## src/drsch_pkg.sv

```systemverilog
// ----------------------------------------------------------------------------
// DRAM row-hit-first scheduler package
// Widths, reset values, configuration register indexes and shared types.
// ----------------------------------------------------------------------------
package drsch_pkg;

  // Field widths.
  localparam int CountW = 7;
  localparam int MaskW  = 64;
  localparam int SlotW  = 6;
  localparam int TotalW = 32;
  localparam int WaitW  = 3;
  localparam int CfgIdxW  = 2;
  localparam int CfgDataW = 7;

  // Default number of queue slots considered.
  localparam int QueueDepthDefault = 64;

  // Register reset values.
  localparam logic [CountW-1:0] HighWmReset    = 7'd40;
  localparam logic [CountW-1:0] LowWmReset     = 7'd20;
  localparam logic [WaitW-1:0]  WaitLimitReset = 3'd6;

  // Configuration register indexes.
  typedef enum logic [CfgIdxW-1:0] {
    CfgHighWm    = 2'd0,
    CfgLowWm     = 2'd1,
    CfgWaitLimit = 2'd2
  } cfg_idx_e;

  // Result of one slot pick.
  typedef struct packed {
    logic             valid;
    logic             hit;
    logic [SlotW-1:0] slot;
  } pick_t;

endpackage

```

## src/drsch_if.sv

```systemverilog
// ----------------------------------------------------------------------------
// DRAM row-hit-first scheduler channel interfaces
// Request, result and configuration channels with valid/ready handshakes.
// ----------------------------------------------------------------------------
interface drsch_req_if;
  logic                          valid;
  logic                          ready;
  logic [drsch_pkg::CountW-1:0]  read_count;
  logic [drsch_pkg::CountW-1:0]  write_count;
  logic [drsch_pkg::MaskW-1:0]   read_ready_mask;
  logic [drsch_pkg::MaskW-1:0]   read_hit_mask;
  logic [drsch_pkg::MaskW-1:0]   write_ready_mask;
  logic [drsch_pkg::MaskW-1:0]   write_hit_mask;

  modport source (output valid, read_count, write_count, read_ready_mask, read_hit_mask,
                  write_ready_mask, write_hit_mask, input ready);
  modport sink   (input valid, read_count, write_count, read_ready_mask, read_hit_mask,
                  write_ready_mask, write_hit_mask, output ready);
endinterface

interface drsch_rsp_if;
  logic                          valid;
  logic                          ready;
  logic                          issue_valid;
  logic                          issue_is_write;
  logic [drsch_pkg::SlotW-1:0]   issue_slot;
  logic                          issue_row_hit;
  logic                          drain_active;
  logic [drsch_pkg::TotalW-1:0]  row_hit_total;
  logic [drsch_pkg::TotalW-1:0]  read_after_wait_total;

  modport source (output valid, issue_valid, issue_is_write, issue_slot, issue_row_hit,
                  drain_active, row_hit_total, read_after_wait_total, input ready);
  modport sink   (input valid, issue_valid, issue_is_write, issue_slot, issue_row_hit,
                  drain_active, row_hit_total, read_after_wait_total, output ready);
endinterface

interface drsch_cfg_if;
  logic                           valid;
  logic                           ready;
  logic [drsch_pkg::CfgIdxW-1:0]  index;
  logic [drsch_pkg::CfgDataW-1:0] data;

  modport source (output valid, index, data, input ready);
  modport sink   (input valid, index, data, output ready);
endinterface

```

## src/dram_rowhit_first_scheduler_core.sv

```systemverilog
// ----------------------------------------------------------------------------
// DRAM row-hit-first scheduler core
// Per-channel command picker with write drain hysteresis and statistics.
// ----------------------------------------------------------------------------
// One request is accepted per clock while the result side keeps up. The
// request is captured in the input register, the drain decision and the
// slot pick run in one pass of combinational logic, and the result lands
// in the output register once that register is free. The drain mode, idle
// wait counter and the two saturating totals update as each request leaves
// the input register.
// A full stream with the result side always ready therefore sustains one
// result per cycle. Only a stalled result channel slows the block down. The
// output register lets one more request enter while a finished result waits
// to be taken; after that the request side sees ready low until the result
// is taken.
module dram_rowhit_first_scheduler_core #(
  parameter int QueueDepth = drsch_pkg::QueueDepthDefault
) (
  input  logic        clk_i,
  input  logic        rst_ni,
  drsch_req_if.sink   req,
  drsch_rsp_if.source rsp,
  drsch_cfg_if.sink   cfg
);
  import drsch_pkg::*;

  // Configuration registers.
  logic [CountW-1:0] high_wm_q, low_wm_q;
  logic [WaitW-1:0]  wait_limit_q;

  // Input stage.
  logic              s1_valid_q;
  logic [CountW-1:0] rc_q, wc_q;
  logic [MaskW-1:0]  rready_q, rhit_q, wready_q, whit_q;

  // Scheduler state.
  logic              drain_q, drain_d;
  logic [WaitW-1:0]  idle_q, idle_d;
  logic [TotalW-1:0] rh_total_q, rh_total_d;
  logic [TotalW-1:0] rw_total_q, rw_total_d;

  // Output stage.
  logic              out_valid_q;
  logic              out_issue_q, out_write_q, out_hit_q;
  logic [SlotW-1:0]  out_slot_q;

  logic              advance;
  logic [WaitW-1:0]  idle_step;
  logic [CountW-1:0] sel_count;
  logic [MaskW-1:0]  sel_ready, sel_hit;
  pick_t             pick;

  // Handshake: the input stage moves on when the output register is free.
  assign advance   = s1_valid_q && (!out_valid_q || rsp.ready);
  assign req.ready = !s1_valid_q || advance;
  assign cfg.ready = 1'b1;

  // Configuration writes.
  always_ff @(posedge clk_i or negedge rst_ni) begin
    if (!rst_ni) begin
      high_wm_q    <= HighWmReset;
      low_wm_q     <= LowWmReset;
      wait_limit_q <= WaitLimitReset;
    end else if (cfg.valid) begin
      unique case (cfg.index)
        CfgHighWm:    high_wm_q    <= cfg.data;
        CfgLowWm:     low_wm_q     <= cfg.data;
        CfgWaitLimit: wait_limit_q <= cfg.data[WaitW-1:0];
        default:      ;
      endcase
    end
  end

  // Input register.
  always_ff @(posedge clk_i or negedge rst_ni) begin
    if (!rst_ni) begin
      s1_valid_q <= 1'b0;
    end else if (req.ready) begin
      s1_valid_q <= req.valid;
    end
  end

  always_ff @(posedge clk_i) begin
    if (req.valid && req.ready) begin
      rc_q     <= req.read_count;
      wc_q     <= req.write_count;
      rready_q <= req.read_ready_mask;
      rhit_q   <= req.read_hit_mask;
      wready_q <= req.write_ready_mask;
      whit_q   <= req.write_hit_mask;
    end
  end

  // Drain mode with hysteresis, and the idle read wait counter.
  always_comb begin
    idle_step = idle_q;
    drain_d   = drain_q && (wc_q > low_wm_q);
    if (wc_q > high_wm_q) begin
      drain_d = 1'b1;
    end else begin
      if ((rc_q == '0) && (idle_q != '1)) begin
        idle_step = idle_q + WaitW'(1);
      end
      if (idle_step > wait_limit_q) begin
        idle_step = '0;
        drain_d   = 1'b1;
      end
    end
  end

  // Pick from the write queue in drain mode, else from the read queue.
  assign sel_count = drain_d ? wc_q     : rc_q;
  assign sel_ready = drain_d ? wready_q : rready_q;
  assign sel_hit   = drain_d ? whit_q   : rhit_q;

  drsch_picker #(
    .QueueDepth (QueueDepth)
  ) u_picker (
    .count_i (sel_count),
    .ready_i (sel_ready),
    .hit_i   (sel_hit),
    .pick_o  (pick)
  );

  // Statistics update, and the wait counter clears on a read issue.
  always_comb begin
    idle_d     = idle_step;
    rh_total_d = rh_total_q;
    rw_total_d = rw_total_q;
    if (pick.valid) begin
      if (pick.hit && (rh_total_q != '1)) begin
        rh_total_d = rh_total_q + TotalW'(1);
      end
      if (!drain_d) begin
        if ((idle_step != '0) && (rw_total_q != '1)) begin
          rw_total_d = rw_total_q + TotalW'(1);
        end
        idle_d = '0;
      end
    end
  end

  // State registers.
  always_ff @(posedge clk_i or negedge rst_ni) begin
    if (!rst_ni) begin
      drain_q    <= 1'b0;
      idle_q     <= '0;
      rh_total_q <= '0;
      rw_total_q <= '0;
    end else if (advance) begin
      drain_q    <= drain_d;
      idle_q     <= idle_d;
      rh_total_q <= rh_total_d;
      rw_total_q <= rw_total_d;
    end
  end

  // Output register.
  always_ff @(posedge clk_i or negedge rst_ni) begin
    if (!rst_ni) begin
      out_valid_q <= 1'b0;
    end else if (advance) begin
      out_valid_q <= 1'b1;
    end else if (rsp.ready) begin
      out_valid_q <= 1'b0;
    end
  end

  always_ff @(posedge clk_i) begin
    if (advance) begin
      out_issue_q <= pick.valid;
      out_write_q <= pick.valid & drain_d;
      out_hit_q   <= pick.valid & pick.hit;
      out_slot_q  <= pick.valid ? pick.slot : '0;
    end
  end

  assign rsp.valid                 = out_valid_q;
  assign rsp.issue_valid           = out_issue_q;
  assign rsp.issue_is_write        = out_write_q;
  assign rsp.issue_slot            = out_slot_q;
  assign rsp.issue_row_hit         = out_hit_q;
  assign rsp.drain_active          = drain_q;
  assign rsp.row_hit_total         = rh_total_q;
  assign rsp.read_after_wait_total = rw_total_q;

endmodule

```

## src/drsch_picker.sv

```systemverilog
// ----------------------------------------------------------------------------
// DRAM scheduler slot picker
// Finds the oldest issuable row hit, else the oldest issuable slot.
// ----------------------------------------------------------------------------
module drsch_picker #(
  parameter int QueueDepth = drsch_pkg::QueueDepthDefault
) (
  input  logic [drsch_pkg::CountW-1:0] count_i,
  input  logic [drsch_pkg::MaskW-1:0]  ready_i,
  input  logic [drsch_pkg::MaskW-1:0]  hit_i,
  output drsch_pkg::pick_t             pick_o
);
  import drsch_pkg::*;

  logic [CountW-1:0] limit;
  logic [MaskW-1:0]  elig;
  logic [MaskW-1:0]  hits;
  logic [MaskW-1:0]  cand;
  logic [MaskW-1:0]  lowest;
  logic [SlotW-1:0]  slot;

  // Only slots below the smaller of occupancy and depth take part.
  assign limit = (count_i > CountW'(QueueDepth)) ? CountW'(QueueDepth) : count_i;

  always_comb begin
    for (int i = 0; i < MaskW; i++) begin
      elig[i] = ready_i[i] & (CountW'(i) < limit);
    end
  end

  // Row hits win; otherwise any issuable slot.
  assign hits   = elig & hit_i;
  assign cand   = (|hits) ? hits : elig;
  assign lowest = cand & (~cand + MaskW'(1));

  // Encode the one-hot lowest candidate.
  always_comb begin
    slot = '0;
    for (int i = 0; i < MaskW; i++) begin
      if (lowest[i]) begin
        slot = slot | SlotW'(i);
      end
    end
  end

  assign pick_o.valid = |elig;
  assign pick_o.hit   = |hits;
  assign pick_o.slot  = slot;

endmodule

```

## src/flat_wrapper.sv

```systemverilog
// flat-port wrapper written by rule: the top's interface ports become plain ports
module dram_rowhit_first_scheduler_core_flat import drsch_pkg::*;
#(
  parameter int QueueDepth = drsch_pkg::QueueDepthDefault
)
  (clk_i, rst_ni, req_valid, req_read_count, req_write_count, req_read_ready_mask, req_read_hit_mask, req_write_ready_mask, req_write_hit_mask, req_ready, rsp_valid, rsp_issue_valid, rsp_issue_is_write, rsp_issue_slot, rsp_issue_row_hit, rsp_drain_active, rsp_row_hit_total, rsp_read_after_wait_total, rsp_ready, cfg_valid, cfg_index, cfg_data, cfg_ready);
  drsch_req_if req_i ();
  drsch_rsp_if rsp_i ();
  drsch_cfg_if cfg_i ();
  input  logic clk_i;
  input  logic rst_ni;
  input wire logic [$bits(req_i.valid)-1:0] req_valid;
  input wire logic [$bits(req_i.read_count)-1:0] req_read_count;
  input wire logic [$bits(req_i.write_count)-1:0] req_write_count;
  input wire logic [$bits(req_i.read_ready_mask)-1:0] req_read_ready_mask;
  input wire logic [$bits(req_i.read_hit_mask)-1:0] req_read_hit_mask;
  input wire logic [$bits(req_i.write_ready_mask)-1:0] req_write_ready_mask;
  input wire logic [$bits(req_i.write_hit_mask)-1:0] req_write_hit_mask;
  output wire logic [$bits(req_i.ready)-1:0] req_ready;
  output wire logic [$bits(rsp_i.valid)-1:0] rsp_valid;
  output wire logic [$bits(rsp_i.issue_valid)-1:0] rsp_issue_valid;
  output wire logic [$bits(rsp_i.issue_is_write)-1:0] rsp_issue_is_write;
  output wire logic [$bits(rsp_i.issue_slot)-1:0] rsp_issue_slot;
  output wire logic [$bits(rsp_i.issue_row_hit)-1:0] rsp_issue_row_hit;
  output wire logic [$bits(rsp_i.drain_active)-1:0] rsp_drain_active;
  output wire logic [$bits(rsp_i.row_hit_total)-1:0] rsp_row_hit_total;
  output wire logic [$bits(rsp_i.read_after_wait_total)-1:0] rsp_read_after_wait_total;
  input wire logic [$bits(rsp_i.ready)-1:0] rsp_ready;
  input wire logic [$bits(cfg_i.valid)-1:0] cfg_valid;
  input wire logic [$bits(cfg_i.index)-1:0] cfg_index;
  input wire logic [$bits(cfg_i.data)-1:0] cfg_data;
  output wire logic [$bits(cfg_i.ready)-1:0] cfg_ready;
  assign req_i.valid = req_valid;
  assign req_i.read_count = req_read_count;
  assign req_i.write_count = req_write_count;
  assign req_i.read_ready_mask = req_read_ready_mask;
  assign req_i.read_hit_mask = req_read_hit_mask;
  assign req_i.write_ready_mask = req_write_ready_mask;
  assign req_i.write_hit_mask = req_write_hit_mask;
  assign req_ready = req_i.ready;
  assign rsp_valid = rsp_i.valid;
  assign rsp_issue_valid = rsp_i.issue_valid;
  assign rsp_issue_is_write = rsp_i.issue_is_write;
  assign rsp_issue_slot = rsp_i.issue_slot;
  assign rsp_issue_row_hit = rsp_i.issue_row_hit;
  assign rsp_drain_active = rsp_i.drain_active;
  assign rsp_row_hit_total = rsp_i.row_hit_total;
  assign rsp_read_after_wait_total = rsp_i.read_after_wait_total;
  assign rsp_i.ready = rsp_ready;
  assign cfg_i.valid = cfg_valid;
  assign cfg_i.index = cfg_index;
  assign cfg_i.data = cfg_data;
  assign cfg_ready = cfg_i.ready;
  dram_rowhit_first_scheduler_core #(.QueueDepth(QueueDepth)) u_core (.clk_i(clk_i), .rst_ni(rst_ni), .req(req_i), .rsp(rsp_i), .cfg(cfg_i));
endmodule
```

## config.mk

```make
export PLATFORM = sky130hd
export DESIGN_NAME = dram_rowhit_first_scheduler_core_flat
export DESIGN_NICKNAME = d
export VERILOG_FILES = /design/src/drsch_pkg.sv /design/src/drsch_if.sv /design/src/dram_rowhit_first_scheduler_core.sv /design/src/drsch_picker.sv /design/src/flat_wrapper.sv
export SDC_FILE = /design/constraint.sdc
export NUM_CORES = 1
export LEC_CHECK = 0
export ABC_AREA = 1
export BUFFER_PORTS_ARGS = -buffer_cell sky130_fd_sc_hd__buf_2
export CORE_MARGIN = 3
export CORE_UTILIZATION = 50
export CTS_CLUSTER_SIZE = 16
export DETAILED_ROUTE_END_ITERATION = 10
export GPL_ROUTABILITY_DRIVEN = 0
export PLACE_DENSITY = 0.7
export SYNTH_ARGS = -nofsm -noshare
export SYNTH_HDL_FRONTEND = slang
export SYNTH_SLANG_ARGS = --single-unit
```

## constraint.sdc

```tcl
create_clock -name clk_i -period 7.17 [get_ports clk_i]
set_input_delay 0.3585 -clock clk_i [delete_from_list [all_inputs] [get_ports clk_i]]
set_output_delay 0.3585 -clock clk_i [all_outputs]
set_load 0.02 [all_outputs]
```

# Word level (Yosys, flattened, before mapping)
# Cells that the tools add are included.
dict set report classes {
  n_addsub 4
  order_cmp 68
  eq_ne 11
  muxes 95
  bitwise_logic 69
  n_reduce_logical 21
}
# op count
set ops {}
lappend ops {{$lt A6 B7 Y1 const A} 32}
lappend ops {{$mux W32} 7}
lappend ops {{$mux W6} 32}
lappend ops {{$mux W64} 3}
lappend ops {{$and A64 B64 Y64} 2}
lappend ops {{$reduce_or A64 Y1} 2}
lappend ops {{$lt A5 B7 Y1 const A} 16}
lappend ops {{$mux W5} 16}
lappend ops {{$and A1 B1 Y1} 66}
lappend ops {{$add A32 B1 Y32 const B} 2}
lappend ops {{$add A64 B1 Y64 const B} 1}
lappend ops {{$ne A32 B32 Y1 const B} 2}
lappend ops {{$not A64 Y64} 1}
lappend ops {{$lt A4 B7 Y1 const A} 8}
lappend ops {{$mux W3} 14}
lappend ops {{$mux W7} 6}
lappend ops {{$mux W4} 8}
lappend ops {{$lt A3 B7 Y1 const A} 4}
lappend ops {{$gt A7 B7 Y1} 2}
lappend ops {{$lt A1 B7 Y1 const A} 2}
lappend ops {{$lt A2 B7 Y1 const A} 2}
lappend ops {{$gt A7 B7 Y1 const B} 1}
lappend ops {{$logic_not A7 Y1} 1}
lappend ops {{$mux W1} 7}
lappend ops {{17 further kinds} 31}
dict set report totals {
  regBits 366
  input_bits 284
  out_inout_bits 77
  wordCells 287
}

# Depth between registers and ports, before layout
dict set report depth {
  depth_word 82
  mapped_depth 43
  depth_no_buf 41
}

# By module
# Synthesis repeated with hierarchy kept, for this count alone.
dict set report unflattened {
  hier_cells 2212
  area_unflattened_um2 20520.9
}
# mod instances cells_per_inst area_each_um2 seq_area_each_um2
set by_module_without_submodules {}
lappend by_module_without_submodules {dram_rowhit_first_scheduler_core 1 1166 15934.0 10562.6}
lappend by_module_without_submodules {drsch_picker 1 1046 4586.9 0.0}

# Least setup slack after synthesis
# OpenSTA, ideal clock, no wires.
dict set report synth_path {
  path_type {flip-flop to flip-flop}
  from {reg u_core.out_valid_q, in the netlist u_core.rsp.valid}
  to {reg u_core.rc_q[0], enable pin}
  setup_ns 0.620
  arrival_time_ns 6.045
  required_ns 6.550
  path_slack_ns 0.505
  path_stages_with_launch 4
  path_buffers 0
  synth_period_minus_slack_ns 6.665
  cell_sequence {dfrtp_1 -> nand3_1 -> nand2_1 -> inv_1}
}
dict set report synth_via {
  elab_chain_cells 5
}
# element line_no
set synth_rtl {}
lappend synth_rtl {{start, declared} dram_rowhit_first_scheduler_core.sv:43} ;# logic out_valid_q;
lappend synth_rtl {{start signal, assigned} dram_rowhit_first_scheduler_core.sv:161} ;# out_valid_q <= 1'b0;
lappend synth_rtl {{start signal, assigned} dram_rowhit_first_scheduler_core.sv:163} ;# out_valid_q <= 1'b1;
lappend synth_rtl {{start signal, assigned} dram_rowhit_first_scheduler_core.sv:165} ;# out_valid_q <= 1'b0;
lappend synth_rtl {{$logic_not A1 Y1} dram_rowhit_first_scheduler_core.sv:54} ;# assign advance = s1_valid_q && (!out_valid_q || rsp.ready);
lappend synth_rtl {{$logic_or A1 B1 Y1} dram_rowhit_first_scheduler_core.sv:54}
lappend synth_rtl {{$logic_and A1 B1 Y1} dram_rowhit_first_scheduler_core.sv:54}
lappend synth_rtl {{$logic_or A1 B1 Y1} dram_rowhit_first_scheduler_core.sv:55} ;# assign req.ready = !s1_valid_q || advance;
lappend synth_rtl {{named net req_ready} flat_wrapper.sv:19} ;# output wire logic [$bits(req_i.ready)-1:0] req_ready;
lappend synth_rtl {{$logic_and A1 B1 Y1} dram_rowhit_first_scheduler_core.sv:84} ;# if (req.valid && req.ready) begin
lappend synth_rtl {{end signal, assigned} dram_rowhit_first_scheduler_core.sv:85} ;# rc_q <= req.read_count;
lappend synth_rtl {{end, declared} dram_rowhit_first_scheduler_core.sv:33} ;# logic [CountW-1:0] rc_q, wc_q;
# The timed path passes the listed nets, and every way through them passes these cells.
# A chain may end at the register's enable or synchronous reset.

# Worst setup path after layout
dict set report layout_path {
  from {reg u_core.idle_q[0]}
  to {reg u_core.out_slot_q[5], in the netlist u_core.rsp.issue_slot[5], data pin}
}
dict set report layout_via {
  elab_chain_cells 51
  word_cells_on_any_way 181
  cone_classes {add/sub (2); order compare (66); eq/ne (1); mux (42); bitwise (67); reduce/logical (3)}
}
# element line_no
set layout_rtl {}
lappend layout_rtl {{start, declared} dram_rowhit_first_scheduler_core.sv:38} ;# logic [WaitW-1:0] idle_q, idle_d;
lappend layout_rtl {{start signal, assigned} dram_rowhit_first_scheduler_core.sv:152} ;# idle_q <= idle_d;
lappend layout_rtl {{branches (longest 2 deep; another with $add A3 B1 Y3)} n/a}
lappend layout_rtl {{$mux W3 *} dram_rowhit_first_scheduler_core.sv:101} ;# if ((rc_q == '0) && (idle_q != '1)) begin
lappend layout_rtl {{$mux W3 *} dram_rowhit_first_scheduler_core.sv:98} ;# if (wc_q > high_wm_q) begin
lappend layout_rtl {{$gt A3 B3 Y1 *} dram_rowhit_first_scheduler_core.sv:104} ;# if (idle_step > wait_limit_q) begin
lappend layout_rtl {{$mux W1 *} dram_rowhit_first_scheduler_core.sv:104}
lappend layout_rtl {{$mux W1 * (2 in series)} dram_rowhit_first_scheduler_core.sv:98}
lappend layout_rtl {{$mux W7} dram_rowhit_first_scheduler_core.sv:112} ;# assign sel_count = drain_d ? wc_q : rc_q;
lappend layout_rtl {{$gt A7 B7 Y1} drsch_picker.sv:23} ;# assign limit = (count_i > CountW'(QueueDepth)) ? CountW'(QueueDepth) : count_i;
lappend layout_rtl {{[2 not listed]} n/a}
lappend layout_rtl {{$and A1 B1 Y1} drsch_picker.sv:27} ;# elig[i] = ready_i[i] & (CountW'(i) < limit);
lappend layout_rtl {{$and A64 B64 Y64} drsch_picker.sv:32} ;# assign hits = elig & hit_i;
lappend layout_rtl {{$reduce_or A64 Y1} drsch_picker.sv:33} ;# assign cand = (|hits) ? hits : elig;
lappend layout_rtl {{$mux W64} drsch_picker.sv:33}
lappend layout_rtl {{$not A64 Y64} drsch_picker.sv:34} ;# assign lowest = cand & (~cand + MaskW'(1));
lappend layout_rtl {{$add A64 B1 Y64} drsch_picker.sv:34}
lappend layout_rtl {{$and A64 B64 Y64} drsch_picker.sv:34}
lappend layout_rtl {{$mux W6 (32 in series)} drsch_picker.sv:40} ;# if (lowest[i]) begin
lappend layout_rtl {{end signal, assigned} dram_rowhit_first_scheduler_core.sv:174} ;# out_slot_q <= pick.valid ? pick.slot : '0;
lappend layout_rtl {{end, declared} dram_rowhit_first_scheduler_core.sv:45} ;# logic [SlotW-1:0] out_slot_q;
# Mark *: on every way between the ends. The select of a mux whose other input is x is not followed.

==> results.ini <==
[global_routing]
grt_pass1_vias=18400
grt_start_max_net_pins=145
overflow=0
grt_use_total_pct=31.2
grt_pass1_wl_mm=99.7
antenna_found_initial=5

[clock_tree]
clk_latency_ns=0.58
numCtsBuffers=39
clk_path_buf_depth=3
cts_tree=built
clockRootBuffer=clkbuf_16
clock_sink_count=366
clk_pin_slew_ns=0.06
htree_levels=2

[routing]
drc=0
drt-wirelength-per-cell_um=19.5
drt_pass1_iterations=8
drt-total-wl_mm=65.8
viasPerCell=5.50
antenna_left=0
vias=18600
initialDrtViolationCount=1954

[floorplanning]
die_w_um=203
die_h_um=203
start_util_pct=51.1
ios=361
dieArea_um2=41300
rows=71
core_area_um2=38000

[timing]
finalHoldWorstSlack_ns=0.0648
final_hold_viol_count=0
finalCritPeriodShare_pct=93.1
fin_crit_ns=6.68
tightest_slew_ns=1.03
rsz0062_at_grt=false
fin_skew_ns=0.0207
maxSlewHeadroom_pct=30.7
report.final.setup_viol=0
fmax_mhz=150
finalSetupTns_ns=0
drv_slew=0

[logic_synthesis]
synth_flop_cell=edfxtp_1
syn-num-nets=2507
syn_area_per_cell_um2=8.83
synth_top_area_share_pct=43.1
syn_area_um2=19400
yosysUniqueCellTypes=57
synth_area_leaders=edfxtp_1 (43%), nand2_1 (15%), dfrtp_1 (10%)
seq_area_frac_synth_pct=54.4
ys_warn_count=0
async_reset_ff_share_pct=23.8
synth-edff-count=279
synthCells=2202
ys_seq_elements=366
synth_top_area_cell=edfxtp_1

[hold_path]
holdPathStages=3
holdPathEnd=u_core.low_wm_q[4]$_DFFE_PN1P_
hp-start=cfg_data[4]
hold_path.class=input pin to register

[place]
post-place-cells=3030
hpwl_mm=44.3
port_buffers=359

[critical_path]
crit_slowest_cell=dfrtp_1
r2r_slack_ns=0.49
r2r_start=u_core.idle_q[0]$_DFFE_PN0P_
slowest_delay_ns=0.39
startpoint_type=register
criticalPathCategory=register to register
r2r_cells=34
worstPathArrival_ns=7.10
r2r-end=u_core.rsp.issue_slot[5]$_SDFFCE_PP0P_
path_max_fanout=45
cp-end-kind=register
worstPathRequired_ns=7.59
critPathMostFrequentCell=nor2_1

[outcome]
status=completed

[run]
cap_viol_max_count=0

[pwr]
p_per_area_nw_per_um2=356
p_leak_nw=12.2
vdd_ir_drop_max_mv=0.210

[layout]
layoutNonFillerInstCount=3380
synthToLayoutAreaGrowth_pct=32.1
n_fill_cell=2932
drive_above_1_share_pct=19.7
fin_nets=3139

[sequential cells by signal, summed over array words and instances, names as in the netlist, 6 cells and up]
| register | flops |
|---|---|
| u_core.high_wm_q | 7 |
| u_core.low_wm_q | 7 |
| u_core.rc_q | 7 |
| u_core.rhit_q | 64 |
| u_core.rready_q | 64 |
| u_core.rsp.issue_slot | 6 |
| u_core.rsp.read_after_wait_total | 32 |
| u_core.rsp.row_hit_total | 32 |
| u_core.wc_q | 7 |
| u_core.whit_q | 64 |
| u_core.wready_q | 64 |
[per-stage QoR]
step	worst slack (ns)	utilization, %	instance area (um2)	total power, W
finish	0.493	67.5	25700	0.00915
global placement	0.763	57.0	21700	0.00683
floorplan	0.505	-	19400	0.00567
detailed placement	0.520	57.0	21700	0.00688
global route	0.0167	67.5	25700	0.00969
CTS	0.482	67.3	25600	0.00894
[how the worst max path moves through the flow]
| stage | startpoint | endpoint | slack, ns | depth (start not counted) |
|---|---|---|---|---|
| 6_report | u_core.idle_q[0]$_DFFE_PN0P_ | u_core.rsp.issue_slot[5]$_SDFFCE_PP0P_ | 0.49 | 34 |
| 5_1_grt | u_core.idle_q[0]$_DFFE_PN0P_ | u_core.rsp.issue_slot[5]$_SDFFCE_PP0P_ | 0.02 | 40 |
| 4_1_cts | u_core.idle_q[0]$_DFFE_PN0P_ | u_core.rsp.issue_slot[2]$_SDFFCE_PP0P_ | 0.48 | 38 |
| 3_5_place_dp | u_core.idle_q[0]$_DFFE_PN0P_ | u_core.rsp.issue_slot[2]$_SDFFCE_PP0P_ | 0.52 | 38 |
| 3_3_place_gp | u_core.idle_q[0]$_DFFE_PN0P_ | u_core.rsp.issue_slot[5]$_SDFFCE_PP0P_ | 0.76 | 34 |
| 2_1_floorplan | u_core.rsp.valid$_DFFE_PN0P_ | u_core.rc_q[0]$_DFFE_PP_ | 0.50 | 3 |
[routing by layer]
layer / up-vias / global-route usage [%] / wire (um) / share of wire, %
li1: 8569 / - / - / -
met1: 8607 / 38.3 / 24500 / 37
met4: 0 / 17.0 / 4270 / 6.5
met3: 274 / 6.91 / 6230 / 9.5
met5: - / 0 / 0 / 0
met2: 1151 / 51.5 / 30800 / 47
[worst max-delay path, delay by kind of cell (launching register included)]
family,cells,cell delay [ns]
simple gates,21,3.14
compound gates,6,1.15
buf+inv,4,1.05
fa+ha+maj,3,0.72
flops,1,0.39
[cell usage after synthesis (17+ instances only)]
cell type	number
a21oi_1	25
buf_2	22
dfrtp_1	81
edfxtp_1	279
ha_1	21
inv_1	169
nand2_1	785
nand2_2	26
nand3_1	168
nand4_1	69
nor2_1	212
nor2_2	29
nor3_1	35
nor4_1	17
o21ai_0	31
xor2_1	48
[placed cells by master (no fill, tap or decap), types with 15 or more instances in the layout]
cell type,instances
dfrtp_1,81
a21oi_1,24
buf_2,358
edfxtp_1,279
nor2_2,27
o21ai_0,31
nand2_1,785
nand2_2,25
nand3_1,168
nand4_1,69
clkbuf_16,41
inv_2,16
nor4_1,17
nor2_1,212
inv_1,168
dlygate4sd3_1,271
ha_1,21
nor3_1,34
xor2_1,48
xnor2_1,15
[cell families (layout without fill, tap and decap cells)]
logic type                 count (synthesis)  count (layout)  share of synthesized area [%]
AOI/OAI and AO/OA                         89              89                           2.70
xor gates and xnor gates                  63              63                           2.84
adders and majority gates                 21              21                           1.35
buffers and inverters                    245             907                           5.70
DFF                                      366             366                           54.4
muxes                                      3               3                          0.161
other                                      1               6                         0.0193
and+or+nand+nor                         1414            1414                           32.9
[timing repair]
| item | CTS | global route |
|---|---|---|
| setup buffers | 0 | 2 |
| hold buffers | 271 | 0 |
| resized for setup | 0 | 5 |
| endpoints found under the hold margin | 282 | 0 |
| endpoints found under the setup margin | 0 | 16 |
[power by group]
part           internal, W  switching [W]  total [W]
combinational      0.00128        0.00328    0.00456
clock              0.00111       0.000846    0.00196
sequential         0.00253       0.000102    0.00263
total              0.00492        0.00422    0.00915
[cell type report]
type	instances	area (um2)	share of cell area [%]
tap	511	639	2.49
clock inverter	19	156	0.609
sequential	366	10600	41.2
multi-input combinational	1591	7790	30.3
clock buffer	52	1060	4.11
timing repair buffer	645	4720	18.4
antenna	5	12.5	0.0487
inverter	191	729	2.84
No activity file was read; power rests on OpenSTA's default activity.
